<file path="src/rtl/fr_pkg.sv">
package fr_pkg;

  localparam int FR_W  = 32;
  localparam int FR_KW = $clog2(FR_W);

  localparam logic [FR_W-1:0] FR_MIN = {1'b1, {(FR_W-1){1'b0}}};

  localparam logic [1:0] ST_OK       = 2'd0;
  localparam logic [1:0] ST_ZERO_DEN = 2'd1;
  localparam logic [1:0] ST_OVERFLOW = 2'd2;

  typedef struct packed {
    logic signed [FR_W-1:0] numerator_in;
    logic signed [FR_W-1:0] denominator_in;
  } fr_in_t;

  typedef struct packed {
    logic signed [FR_W-1:0] numerator_out;
    logic        [FR_W-2:0] denominator_out;
    logic        [1:0]      status;
  } fr_out_t;

endpackage

</file>
<file path="src/rtl/fr_bgcd.sv">
module fr_bgcd (
  input  logic                    clk,
  input  logic                    rst_n,
  input  logic                    start,
  input  logic [fr_pkg::FR_W-1:0] a,
  input  logic [fr_pkg::FR_W-1:0] b,
  output logic                    done,
  output logic [fr_pkg::FR_W-1:0] g
);

  logic                     run_r, run_nxt;
  logic                     cmn_r, cmn_nxt;
  logic                     done_r, done_nxt;
  logic [fr_pkg::FR_W-1:0]  x_r, x_nxt;
  logic [fr_pkg::FR_W-1:0]  y_r, y_nxt;
  logic [fr_pkg::FR_W-1:0]  g_r, g_nxt;
  logic [fr_pkg::FR_KW-1:0] k_r, k_nxt;
  logic                     x_gt;
  logic [fr_pkg::FR_W-1:0]  diff;

  assign x_gt = x_r > y_r;
  assign diff = x_gt ? (x_r - y_r) : (y_r - x_r);

  always_comb begin
    run_nxt  = run_r;
    cmn_nxt  = cmn_r;
    done_nxt = 1'b0;
    x_nxt    = x_r;
    y_nxt    = y_r;
    g_nxt    = g_r;
    k_nxt    = k_r;
    if (start) begin
      x_nxt   = a;
      y_nxt   = b;
      k_nxt   = '0;
      run_nxt = 1'b1;
      cmn_nxt = 1'b1;
    end else if (run_r) begin
      if (cmn_r && !x_r[0] && !y_r[0]) begin
        x_nxt = x_r >> 1;
        y_nxt = y_r >> 1;
        k_nxt = k_r + fr_pkg::FR_KW'(1);
      end else begin
        cmn_nxt = 1'b0;
        if (!x_r[0]) begin
          x_nxt = x_r >> 1;
        end else if (!y_r[0]) begin
          y_nxt = y_r >> 1;
        end else if (x_r == y_r) begin
          run_nxt  = 1'b0;
          done_nxt = 1'b1;
          g_nxt    = x_r << k_r;
        end else if (x_gt) begin
          x_nxt = diff;
        end else begin
          y_nxt = diff;
        end
      end
    end
  end

  always_ff @(posedge clk) begin
    if (!rst_n) begin
      run_r  <= 1'b0;
      cmn_r  <= 1'b0;
      done_r <= 1'b0;
    end else begin
      run_r  <= run_nxt;
      cmn_r  <= cmn_nxt;
      done_r <= done_nxt;
    end
    x_r <= x_nxt;
    y_r <= y_nxt;
    g_r <= g_nxt;
    k_r <= k_nxt;
  end

  assign done = done_r;
  assign g    = g_r;

endmodule

</file>
<file path="src/rtl/fr_div.sv">
module fr_div (
  input  logic                    clk,
  input  logic                    rst_n,
  input  logic                    start,
  input  logic [fr_pkg::FR_W-1:0] dividend,
  input  logic [fr_pkg::FR_W-1:0] divisor,
  output logic                    done,
  output logic [fr_pkg::FR_W-1:0] quotient
);

  logic                     run_r, run_nxt;
  logic                     done_r, done_nxt;
  logic [fr_pkg::FR_KW-1:0] cnt_r, cnt_nxt;
  logic [fr_pkg::FR_W-1:0]  rem_r, rem_nxt;
  logic [fr_pkg::FR_W-1:0]  quo_r, quo_nxt;
  logic [fr_pkg::FR_W-1:0]  dvs_r, dvs_nxt;
  logic [fr_pkg::FR_W:0]    shifted;
  logic [fr_pkg::FR_W:0]    trial;
  logic                     fits;

  assign shifted = {rem_r, quo_r[fr_pkg::FR_W-1]};
  assign trial   = shifted - {1'b0, dvs_r};
  assign fits    = !trial[fr_pkg::FR_W];

  always_comb begin
    run_nxt  = run_r;
    done_nxt = 1'b0;
    cnt_nxt  = cnt_r;
    rem_nxt  = rem_r;
    quo_nxt  = quo_r;
    dvs_nxt  = dvs_r;
    if (start) begin
      run_nxt = 1'b1;
      cnt_nxt = fr_pkg::FR_KW'(fr_pkg::FR_W - 1);
      rem_nxt = '0;
      quo_nxt = dividend;
      dvs_nxt = divisor;
    end else if (run_r) begin
      rem_nxt = fits ? trial[fr_pkg::FR_W-1:0] : shifted[fr_pkg::FR_W-1:0];
      quo_nxt = {quo_r[fr_pkg::FR_W-2:0], fits};
      if (cnt_r == '0) begin
        run_nxt  = 1'b0;
        done_nxt = 1'b1;
      end else begin
        cnt_nxt = cnt_r - fr_pkg::FR_KW'(1);
      end
    end
  end

  always_ff @(posedge clk) begin
    if (!rst_n) begin
      run_r  <= 1'b0;
      done_r <= 1'b0;
    end else begin
      run_r  <= run_nxt;
      done_r <= done_nxt;
    end
    cnt_r <= cnt_nxt;
    rem_r <= rem_nxt;
    quo_r <= quo_nxt;
    dvs_r <= dvs_nxt;
  end

  assign done     = done_r;
  assign quotient = quo_r;

endmodule

</file>
<file path="src/rtl/fraction_reduce_gcd_top.sv">
// Reduces a signed fraction to lowest terms, with the sign moved to the numerator.
// Input: a transfer takes place at a clock edge where start is high and busy is low;
// in_data carries the numerator and the denominator as two's complement words.
// Output: each result is shown on out_data for exactly one cycle while out_valid
// is high. The receiver cannot stall the block, so it must take every result then.
// A zero denominator gives status 1, the most negative denominator or a reduced
// numerator that does not fit gives status 2; both return zero outputs.
// A zero denominator, the most negative denominator or a zero numerator gives its
// result in the cycle after the transfer, and busy stays low; a zero numerator
// keeps the magnitude of the denominator. Any other item keeps busy high while
// a binary gcd runs on its compare and subtract unit, one shift or subtraction
// per cycle, followed by two restoring divisions on one shared divider.
// Busy falls in the cycle where the result is shown, so the next item can be
// started then. Reset clears the sequencer and drops busy and out_valid.
module fraction_reduce_gcd_top (
  input  logic            clk,
  input  logic            rst_n,
  input  logic            start,
  output logic            busy,
  input  fr_pkg::fr_in_t  in_data,
  output logic            out_valid,
  output fr_pkg::fr_out_t out_data
);

  localparam logic [1:0] S_IDLE = 2'd0;
  localparam logic [1:0] S_GCD  = 2'd1;
  localparam logic [1:0] S_DIVN = 2'd2;
  localparam logic [1:0] S_DIVD = 2'd3;

  logic [1:0]              state_r, state_nxt;
  logic                    out_valid_r, out_valid_nxt;
  fr_pkg::fr_out_t         out_data_r, out_data_nxt;
  logic [fr_pkg::FR_W-1:0] mn_r, mn_nxt;
  logic [fr_pkg::FR_W-1:0] md_r, md_nxt;
  logic [fr_pkg::FR_W-1:0] g_r, g_nxt;
  logic [fr_pkg::FR_W-1:0] rn_r, rn_nxt;
  logic                    neg_r, neg_nxt;

  logic                    accept;
  logic [fr_pkg::FR_W-1:0] a_u, b_u, mag_a, mag_b;
  logic                    gcd_start, gcd_done;
  logic [fr_pkg::FR_W-1:0] gcd_g;
  logic                    div_start, div_done;
  logic [fr_pkg::FR_W-1:0] div_dividend, div_divisor, div_q;

  assign busy   = state_r != S_IDLE;
  assign accept = start && !busy;
  assign a_u    = in_data.numerator_in;
  assign b_u    = in_data.denominator_in;
  assign mag_a  = a_u[fr_pkg::FR_W-1] ? (~a_u + fr_pkg::FR_W'(1)) : a_u;
  assign mag_b  = b_u[fr_pkg::FR_W-1] ? (~b_u + fr_pkg::FR_W'(1)) : b_u;

  assign div_dividend = (state_r == S_GCD) ? mn_r  : md_r;
  assign div_divisor  = (state_r == S_GCD) ? gcd_g : g_r;

  fr_bgcd u_gcd (
    .clk   (clk),
    .rst_n (rst_n),
    .start (gcd_start),
    .a     (mag_a),
    .b     (mag_b),
    .done  (gcd_done),
    .g     (gcd_g)
  );

  fr_div u_div (
    .clk      (clk),
    .rst_n    (rst_n),
    .start    (div_start),
    .dividend (div_dividend),
    .divisor  (div_divisor),
    .done     (div_done),
    .quotient (div_q)
  );

  always_comb begin
    state_nxt     = state_r;
    out_valid_nxt = 1'b0;
    out_data_nxt  = out_data_r;
    mn_nxt        = mn_r;
    md_nxt        = md_r;
    g_nxt         = g_r;
    rn_nxt        = rn_r;
    neg_nxt       = neg_r;
    gcd_start     = 1'b0;
    div_start     = 1'b0;
    unique case (state_r)
      S_IDLE: begin
        if (accept) begin
          if (b_u == '0) begin
            out_valid_nxt                = 1'b1;
            out_data_nxt.numerator_out   = '0;
            out_data_nxt.denominator_out = '0;
            out_data_nxt.status          = fr_pkg::ST_ZERO_DEN;
          end else if (b_u == fr_pkg::FR_MIN) begin
            out_valid_nxt                = 1'b1;
            out_data_nxt.numerator_out   = '0;
            out_data_nxt.denominator_out = '0;
            out_data_nxt.status          = fr_pkg::ST_OVERFLOW;
          end else if (mag_a == '0) begin
            out_valid_nxt                = 1'b1;
            out_data_nxt.numerator_out   = '0;
            out_data_nxt.denominator_out = mag_b[fr_pkg::FR_W-2:0];
            out_data_nxt.status          = fr_pkg::ST_OK;
          end else begin
            gcd_start = 1'b1;
            mn_nxt    = mag_a;
            md_nxt    = mag_b;
            neg_nxt   = a_u[fr_pkg::FR_W-1] ^ b_u[fr_pkg::FR_W-1];
            state_nxt = S_GCD;
          end
        end
      end
      S_GCD: begin
        if (gcd_done) begin
          g_nxt     = gcd_g;
          div_start = 1'b1;
          state_nxt = S_DIVN;
        end
      end
      S_DIVN: begin
        if (div_done) begin
          rn_nxt    = div_q;
          div_start = 1'b1;
          state_nxt = S_DIVD;
        end
      end
      S_DIVD: begin
        if (div_done) begin
          out_valid_nxt = 1'b1;
          state_nxt     = S_IDLE;
          if (!neg_r && rn_r[fr_pkg::FR_W-1]) begin
            out_data_nxt.numerator_out   = '0;
            out_data_nxt.denominator_out = '0;
            out_data_nxt.status          = fr_pkg::ST_OVERFLOW;
          end else begin
            out_data_nxt.numerator_out   = neg_r ? (~rn_r + fr_pkg::FR_W'(1)) : rn_r;
            out_data_nxt.denominator_out = div_q[fr_pkg::FR_W-2:0];
            out_data_nxt.status          = fr_pkg::ST_OK;
          end
        end
      end
      default: begin
        state_nxt = S_IDLE;
      end
    endcase
  end

  always_ff @(posedge clk) begin
    if (!rst_n) begin
      state_r     <= S_IDLE;
      out_valid_r <= 1'b0;
    end else begin
      state_r     <= state_nxt;
      out_valid_r <= out_valid_nxt;
    end
    out_data_r <= out_data_nxt;
    mn_r       <= mn_nxt;
    md_r       <= md_nxt;
    g_r        <= g_nxt;
    rn_r       <= rn_nxt;
    neg_r      <= neg_nxt;
  end

  assign out_valid = out_valid_r;
  assign out_data  = out_data_r;

  a_valid_not_busy: assert property (@(posedge clk) disable iff (!rst_n)
    out_valid |-> !busy)
    else $error("result shown while an item is still in progress");

  a_gcd_done_state: assert property (@(posedge clk) disable iff (!rst_n)
    gcd_done |-> (state_r == S_GCD))
    else $error("gcd finished outside the gcd phase");

  a_div_done_state: assert property (@(posedge clk) disable iff (!rst_n)
    div_done |-> ((state_r == S_DIVN) || (state_r == S_DIVD)))
    else $error("divider finished outside a division phase");

  a_ok_den_nonzero: assert property (@(posedge clk) disable iff (!rst_n)
    (out_valid && (out_data.status == fr_pkg::ST_OK)) |-> (out_data.denominator_out != '0))
    else $error("good result with a zero denominator");

endmodule
</file>
<file path="config.mk">
export PLATFORM = sky130hd
export DESIGN_NAME = fraction_reduce_gcd_top
export DESIGN_NICKNAME = d
export VERILOG_FILES = /design/src/rtl/fr_pkg.sv /design/src/rtl/fr_bgcd.sv /design/src/rtl/fr_div.sv /design/src/rtl/fraction_reduce_gcd_top.sv
export SDC_FILE = /design/constraint.sdc
export NUM_CORES = 1
export LEC_CHECK = 0
export ABC_AREA = 1
export BUFFER_PORTS_ARGS = -buffer_cell sky130_fd_sc_hd__buf_4
export CORE_MARGIN = 10
export CORE_UTILIZATION = 40
export DETAILED_ROUTE_END_ITERATION = 10
export PLACE_DENSITY_LB_ADDON = 0.2
export SYNTH_ARGS = -nofsm -noshare
export SYNTH_HDL_FRONTEND = slang
export SYNTH_HIERARCHICAL = 1
export SYNTH_SLANG_ARGS = --single-unit
</file>
<file path="constraint.sdc">
create_clock -name clk -period 7.11 [get_ports clk]
set_input_delay 1.0665 -clock clk [delete_from_list [all_inputs] [get_ports clk]]
set_output_delay 1.0665 -clock clk [all_outputs]
set_load 0.005 [all_outputs]
</file>
Word-level counts from Yosys, hierarchy flattened
Cells that the tools add are included.
{"block": "classes", "add_sub_neg": 8, "n_lt_le_gt_ge": 1, "n_eq_ne": 19, "n_shift": 1, "muxes": 65, "bitwise_logic": 15, "n_reduce_logical": 32}
{"cell": "$mux 32", "count": 23}
{"cell": "$mux 65", "count": 6}
{"cell": "$pmux 65 s2", "count": 1}
{"cell": "$add 32x1->32 const B", "count": 3}
{"cell": "$not 32->32", "count": 3}
{"cell": "$logic_not 32->1", "count": 2}
{"cell": "$sub 32x32->32", "count": 2}
{"cell": "$sub 33x32->33", "count": 1}
{"cell": "$eq 32x32->1", "count": 1}
{"cell": "$eq 32x32->1 const B", "count": 1}
{"cell": "$gt 32x32->1", "count": 1}
{"cell": "$shl 32x5->32", "count": 1}
{"cell": "$mux 1", "count": 25}
{"cell": "$ne 4x4->1 const B", "count": 6}
{"cell": "$mux 2", "count": 7}
{"cell": "$reduce_and 2->1", "count": 6}
{"cell": "$reduce_and 4->1", "count": 3}
{"cell": "$not 1->1", "count": 11}
{"cell": "$ne 2x2->1 const B", "count": 5}
{"cell": "$pmux 2 s4", "count": 1}
{"cell": "$reduce_bool 2->1", "count": 4}
{"cell": "$reduce_and 7->1", "count": 1}
{"cell": "$ne 2x1->1 const B", "count": 3}
{"cell": "$reduce_and 6->1", "count": 1}
{"cell": "14 further kinds", "count": 23}
{"block": "totals", "register_bits": 404, "inputBits": 67, "out_inout_bits": 67, "word_cells": 166}

Depth between registers and ports, before layout
{"block": "depth", "word_depth": 11, "depth_mapped": 22, "depth_no_buf": 20}

By module
Netlist, hierarchy kept.
{"module": "fr_bgcd", "instances": 1, "cells_per_inst": 1550, "area_per_inst_um2": 10344.9, "seq_area_each_um2": 3042.9}
{"module": "fraction_reduce_gcd_top", "instances": 1, "cells_per_inst": 1128, "area_per_inst_um2": 10211.0, "seq_area_each_um2": 5885.6}
{"module": "fr_div", "instances": 1, "cells_per_inst": 1032, "area_per_inst_um2": 6874.1, "seq_area_each_um2": 2702.6}

Worst setup path after synthesis
OpenSTA, ideal clock, no wires.
{"block": "synth_timing", "path_kind": "input port to flip-flop", "startpoint": "input in_data[32] in the netlist's numbering", "endpoint": "register md_r[0] in the netlist's numbering, enable pin", "setup_time_ps": 488, "arrival_ps": 4892, "required_time_ps": 6622, "setup_slack_ps": 1730, "stages": 14, "n_path_buf": 0, "cell_sequence": "inv_1 -> ha_1 -> nand2_1 -> nand2_2 -> nand3_1 -> inv_1 -> nand3_1 -> nand2_1 -> nor2_1 -> nand2_1 -> nor2_2 -> nand3_2 -> nand2_4 -> nor2_1"}
{"block": "synth_via", "elab_chain_cells": 6}
{"item": "start, declared", "line": "fraction_reduce_gcd_top.sv:20", "source": "input fr_pkg::fr_in_t in_data,"}
{"item": "$not 32->32", "line": "fraction_reduce_gcd_top.sv:50", "source": "assign mag_a = a_u[fr_pkg::FR_W-1] ? (~a_u + fr_pkg::FR_W'(1)) : a_u;"}
{"item": "$add 32x1->32", "line": "fraction_reduce_gcd_top.sv:50"}
{"item": "$mux 32", "line": "fraction_reduce_gcd_top.sv:50"}
{"item": "via mag_a, one bit", "line": "fraction_reduce_gcd_top.sv:40", "source": "logic [fr_pkg::FR_W-1:0] a_u, b_u, mag_a, mag_b;"}
{"item": "$logic_not 32->1", "line": "fraction_reduce_gcd_top.sv:100", "source": "end else if (mag_a == '0) begin"}
{"item": "$not 1->1 (no line)"}
{"item": "$reduce_and 5->1 (no line)"}
{"item": "end signal, assigned", "line": "fraction_reduce_gcd_top.sv:159", "source": "md_r <= md_nxt;"}
{"item": "end, declared", "line": "fraction_reduce_gcd_top.sv:34", "source": "logic [fr_pkg::FR_W-1:0] md_r, md_nxt;"}
The timed path passes the listed nets, and every way through them passes these cells.
A chain may end at the register's enable or synchronous reset.

Worst setup path after layout
{"block": "layout_timing", "startpoint": "input in_data[32] in the netlist's numbering", "endpoint": "register u_gcd/y_r[11] in the netlist's numbering, enable pin"}
{"block": "layout_via", "elab_chain_cells": 11, "elab_cells_between_ends": 14, "cone_classes": "add/sub: 1; eq/ne: 2; mux: 6; bitwise: 1; reduce/logical: 4"}
{"item": "$not 32->32 (*)", "line": "fraction_reduce_gcd_top.sv:50"}
{"item": "$add 32x1->32 (*)", "line": "fraction_reduce_gcd_top.sv:50"}
{"item": "$mux 32 (*)", "line": "fraction_reduce_gcd_top.sv:50"}
{"item": "via mag_a, one bit", "line": "fraction_reduce_gcd_top.sv:40"}
{"item": "$logic_not 32->1 (*)", "line": "fraction_reduce_gcd_top.sv:100"}
{"item": "$mux 1 (*)", "line": "fraction_reduce_gcd_top.sv:100"}
{"item": "$mux 1 (*)", "line": "fraction_reduce_gcd_top.sv:95", "source": "end else if (b_u == fr_pkg::FR_MIN) begin"}
{"item": "$mux 1 (*)", "line": "fraction_reduce_gcd_top.sv:90", "source": "if (b_u == '0) begin"}
{"item": "$mux 1 (*)", "line": "fraction_reduce_gcd_top.sv:89", "source": "if (accept) begin"}
{"item": "$mux 1 (*)", "line": "fraction_reduce_gcd_top.sv:87", "source": "unique case (state_r)"}
{"item": "via gcd_start", "line": "fraction_reduce_gcd_top.sv:41", "source": "logic gcd_start, gcd_done;"}
{"item": "$ne 4x4->1 (no line) (tied with other cells)"}
{"item": "$reduce_and 4->1 (no line) (*)"}
{"item": "end signal, assigned", "line": "fr_bgcd.sv:73", "source": "y_r <= y_nxt;"}
{"item": "end, declared", "line": "fr_bgcd.sv:15", "source": "logic [fr_pkg::FR_W-1:0] y_r, y_nxt;"}
The timed path passes the listed nets; every way through them passes the cells marked *.

==> run metrics <==
status finished clean; DR DRC count 0; first-pass GRT wire length 140300 microns; Final min period 4.504 ns; Slew Limit Fails 0; Worst Hold Class flip-flop to flip-flop; CTS Hold Bufs 0; flops & latches, synth 404; critical path class input pin to flip-flop; initial DRC count 2355; Clk pin slew, worst setup/hold paths 0.06 ns; FFs w/ async S/R, synth 0%; clock root buffer clkbuf_16; Initial Util 40.56%; DIE AREA 0.07945 sq mm; I/O pin count 134; Core ar. 0.06763 sq mm; row cnt 95; 1st-pass router iterations 6; commonest register cell after synthesis edfxtp_1; Post-synth EDFFs 354; Congestion Overflow GR 0; Worst Setup End Kind flip-flop; post_cts resized 0; YS warnings 6; P&R area growth vs syn 12.23%; Comb power frac 51.5%; fin nets 3964; Avg Inst Size Synth 7.394 sq um; Clock Path Buffers 3; Synth Instances 3710; dpl cells 4612; CTS tree yes; postcts setup bufs 0; Die Span Y 281.9 microns; RSZ-0062 raised after global routing no; Inserted Diodes 0; setup violators final 0; gr usage total 23.18%; vias in the first global route 22475; DP Wirelength 74940 microns; Slew HR 25.41%; TritonCTS Buffers 48; sequential share of power 28.9%; reg-to-reg slack, setup 2.96 ns; Worst Path Max Fanout 26; Total Power 13.28 mW; post-synthesis sequential area ratio 42.40%; Achievable Freq 222.0 MHz; drt wl/cell 20.08 microns; DR vias 24445; maximum vdd drop 0.2111 mV; switching part of the total power 48.06%; pwr/cell area 431.5 mW/mm^2; Worst-Skew Late Latency 0.63 ns; Post-Syn Area 0.02743 sq mm; Final period util 63.35%; PortBufs 133; CP startpoint kind input pin; Post-Route WL 94360 microns; clock group share of total power 19.6%; initial antenna violation count 2; Leak Pwr 14.34 nW; vias per cell 5.201; maximum number of pins on one net before global-route repair 70; Placer Congestion 1.042; final hold violations 0; P_int 6.899 mW; Fin Setup TNS 0 ns; fraction of layout cells with a size suffix above 1 9.250%; max_cap viols 0; Final ANT Viol Nets 0; CTS HTree Levels 2; NetSw 6.384 mW; Critical Path AT 4.77 ns; Worst Skew 0.03952 ns; CP required 7.38 ns; die span in x 281.9 microns; Layout Cells excl Fill 4700; clock sink count 404; count of different cell masters after synthesis 57; Mapped Nets 3885; Slew @ Worst Pin 1.118 ns
[synth_stat cells (34+ instances only)]
library cell	n	area, sq um
a21oi_1	201	1006
a22oi_1	34	255.2
clkbuf_1	65	244.0
dfxtp_1	50	1001
edfxtp_1	354	10630
ha_1	105	1314
inv_1	538	2019
nand2_1	1295	4861
nand2_2	45	281.5
nand3_1	170	850.8
nand4_1	38	237.7
nor2_1	275	1032
o21ai_0	178	890.9
xnor2_1	41	359.1
xor2_1	41	359.1
[cell usage in the layout, fill, tap and decap left out, types with 9 or more instances in the layout]
master	netlist	routed
dfxtp_1	50	49
buf_4	17	153
mux2i_1	16	16
nand3b_1	9	9
nor3_1	30	30
xnor2_1	41	41
inv_1	538	536
o21ai_1	10	10
nand4_1	38	38
nand2_1	1295	1295
nor2_4	10	15
o21ai_0	178	178
nand3_2	11	11
clkbuf_16	0	48
nand2_2	45	45
o21bai_1	9	9
xor2_1	41	41
a22oi_1	34	34
o22ai_1	10	10
clkinv_1	4	12
ha_1	105	104
a21oi_1	201	198
nor2_2	18	19
edfxtp_1	354	354
nor2_1	275	269
nand3_1	170	170
[power by group through the flow]
stage / Combinational (mW) / Sequential (mW) / Clock [mW]
global route: 7.37 / 3.86 / 2.75
floorplan: 4.30 / 3.62 / 0
CTS: 6.63 / 3.81 / 2.66
detailed placement: 6.61 / 3.85 / 0
global placement: 6.64 / 3.86 / 0
finish: 6.84 / 3.84 / 2.61
[worst max-delay path, stage by stage]
cell     delay [ns]
buf_4          0.13
inv_1          0.10
ha_1           0.22
nand2_1        0.16
nand2_2        0.17
xor2_1         0.35
nor2_1         0.09
nand2_1        0.07
nor2_1         0.06
nand2_1        0.13
nor2_2         0.05
nand3_2        0.17
nand2_4        0.13
nor2_4         0.14
buf_4          0.34
nor2_4         0.18
a21oi_1        0.25
o21ai_0        0.14
a21oi_2        0.39
buf_4          0.41
[through the flow]
stage	utilization [%]	setup slack, ns	area (sq um)	hold slack [ns]
2_1_floorplan	-	1.730	27430	0.4264
3_3_place_gp	43.02	2.087	29100	0.4302
3_5_place_dp	43.02	2.005	29100	0.4378
4_1_cts	45.52	2.659	30780	0.4515
5_1_grt	45.52	2.369	30780	0.4626
6_report	45.52	2.606	30780	0.4488
[final timing paths]
path,startpoint,end,cells after the start
max,in_data[32],u_gcd/y_r[11],20
min,u_gcd/g[27],g_r[27],0
max reg2reg,u_gcd/x_r[0],u_gcd/y_r[26],15
min reg2reg,u_gcd/g[27],g_r[27],0
[registers in the layout, indices dropped and copies added, names as in the netlist, 2 cells and up]
signal / count
out_data: 65
g_r: 32
md_r: 32
mn_r: 32
rn_r: 32
u_div/dvs_r: 32
u_div/quotient: 32
u_div/rem_r: 32
u_gcd/g: 32
u_gcd/x_r: 32
u_gcd/y_r: 32
u_div/cnt_r: 5
u_gcd/k_r: 5
state_r: 2
[cells by family after synthesis]
| family | synth area share, % |
|---|---|
| AOI/OAI and AO/OA | 9.620 |
| adders and majority gates | 5.008 |
| xor gates and xnor gates | 2.618 |
| muxes | 0.5838 |
| DFF | 42.40 |
| buffers and inverters | 9.844 |
| and+or+nand+nor | 29.92 |
[metal layers]
layer	wire length, microns	global-route usage [%]	up-vias	part of all wire [%]
li1	-	-	12077	-
met1	44620	34.23	11342	47
met2	39350	33.81	912	42
met3	8237	4.712	112	8.7
met4	2134	5.992	2	2.3
met5	12	0	-	0.013
[area by class of cell]
type	count	area, sq um
multi-input cells	2633	13160
clock inverters	30	419.2
flip-flops and latches	404	11630
inverters	549	2063
fillers	6843	36850
repair buffers	153	1149
clock buffers	58	1269
well taps	873	1092
No activity file was read; power rests on OpenSTA's default activity.
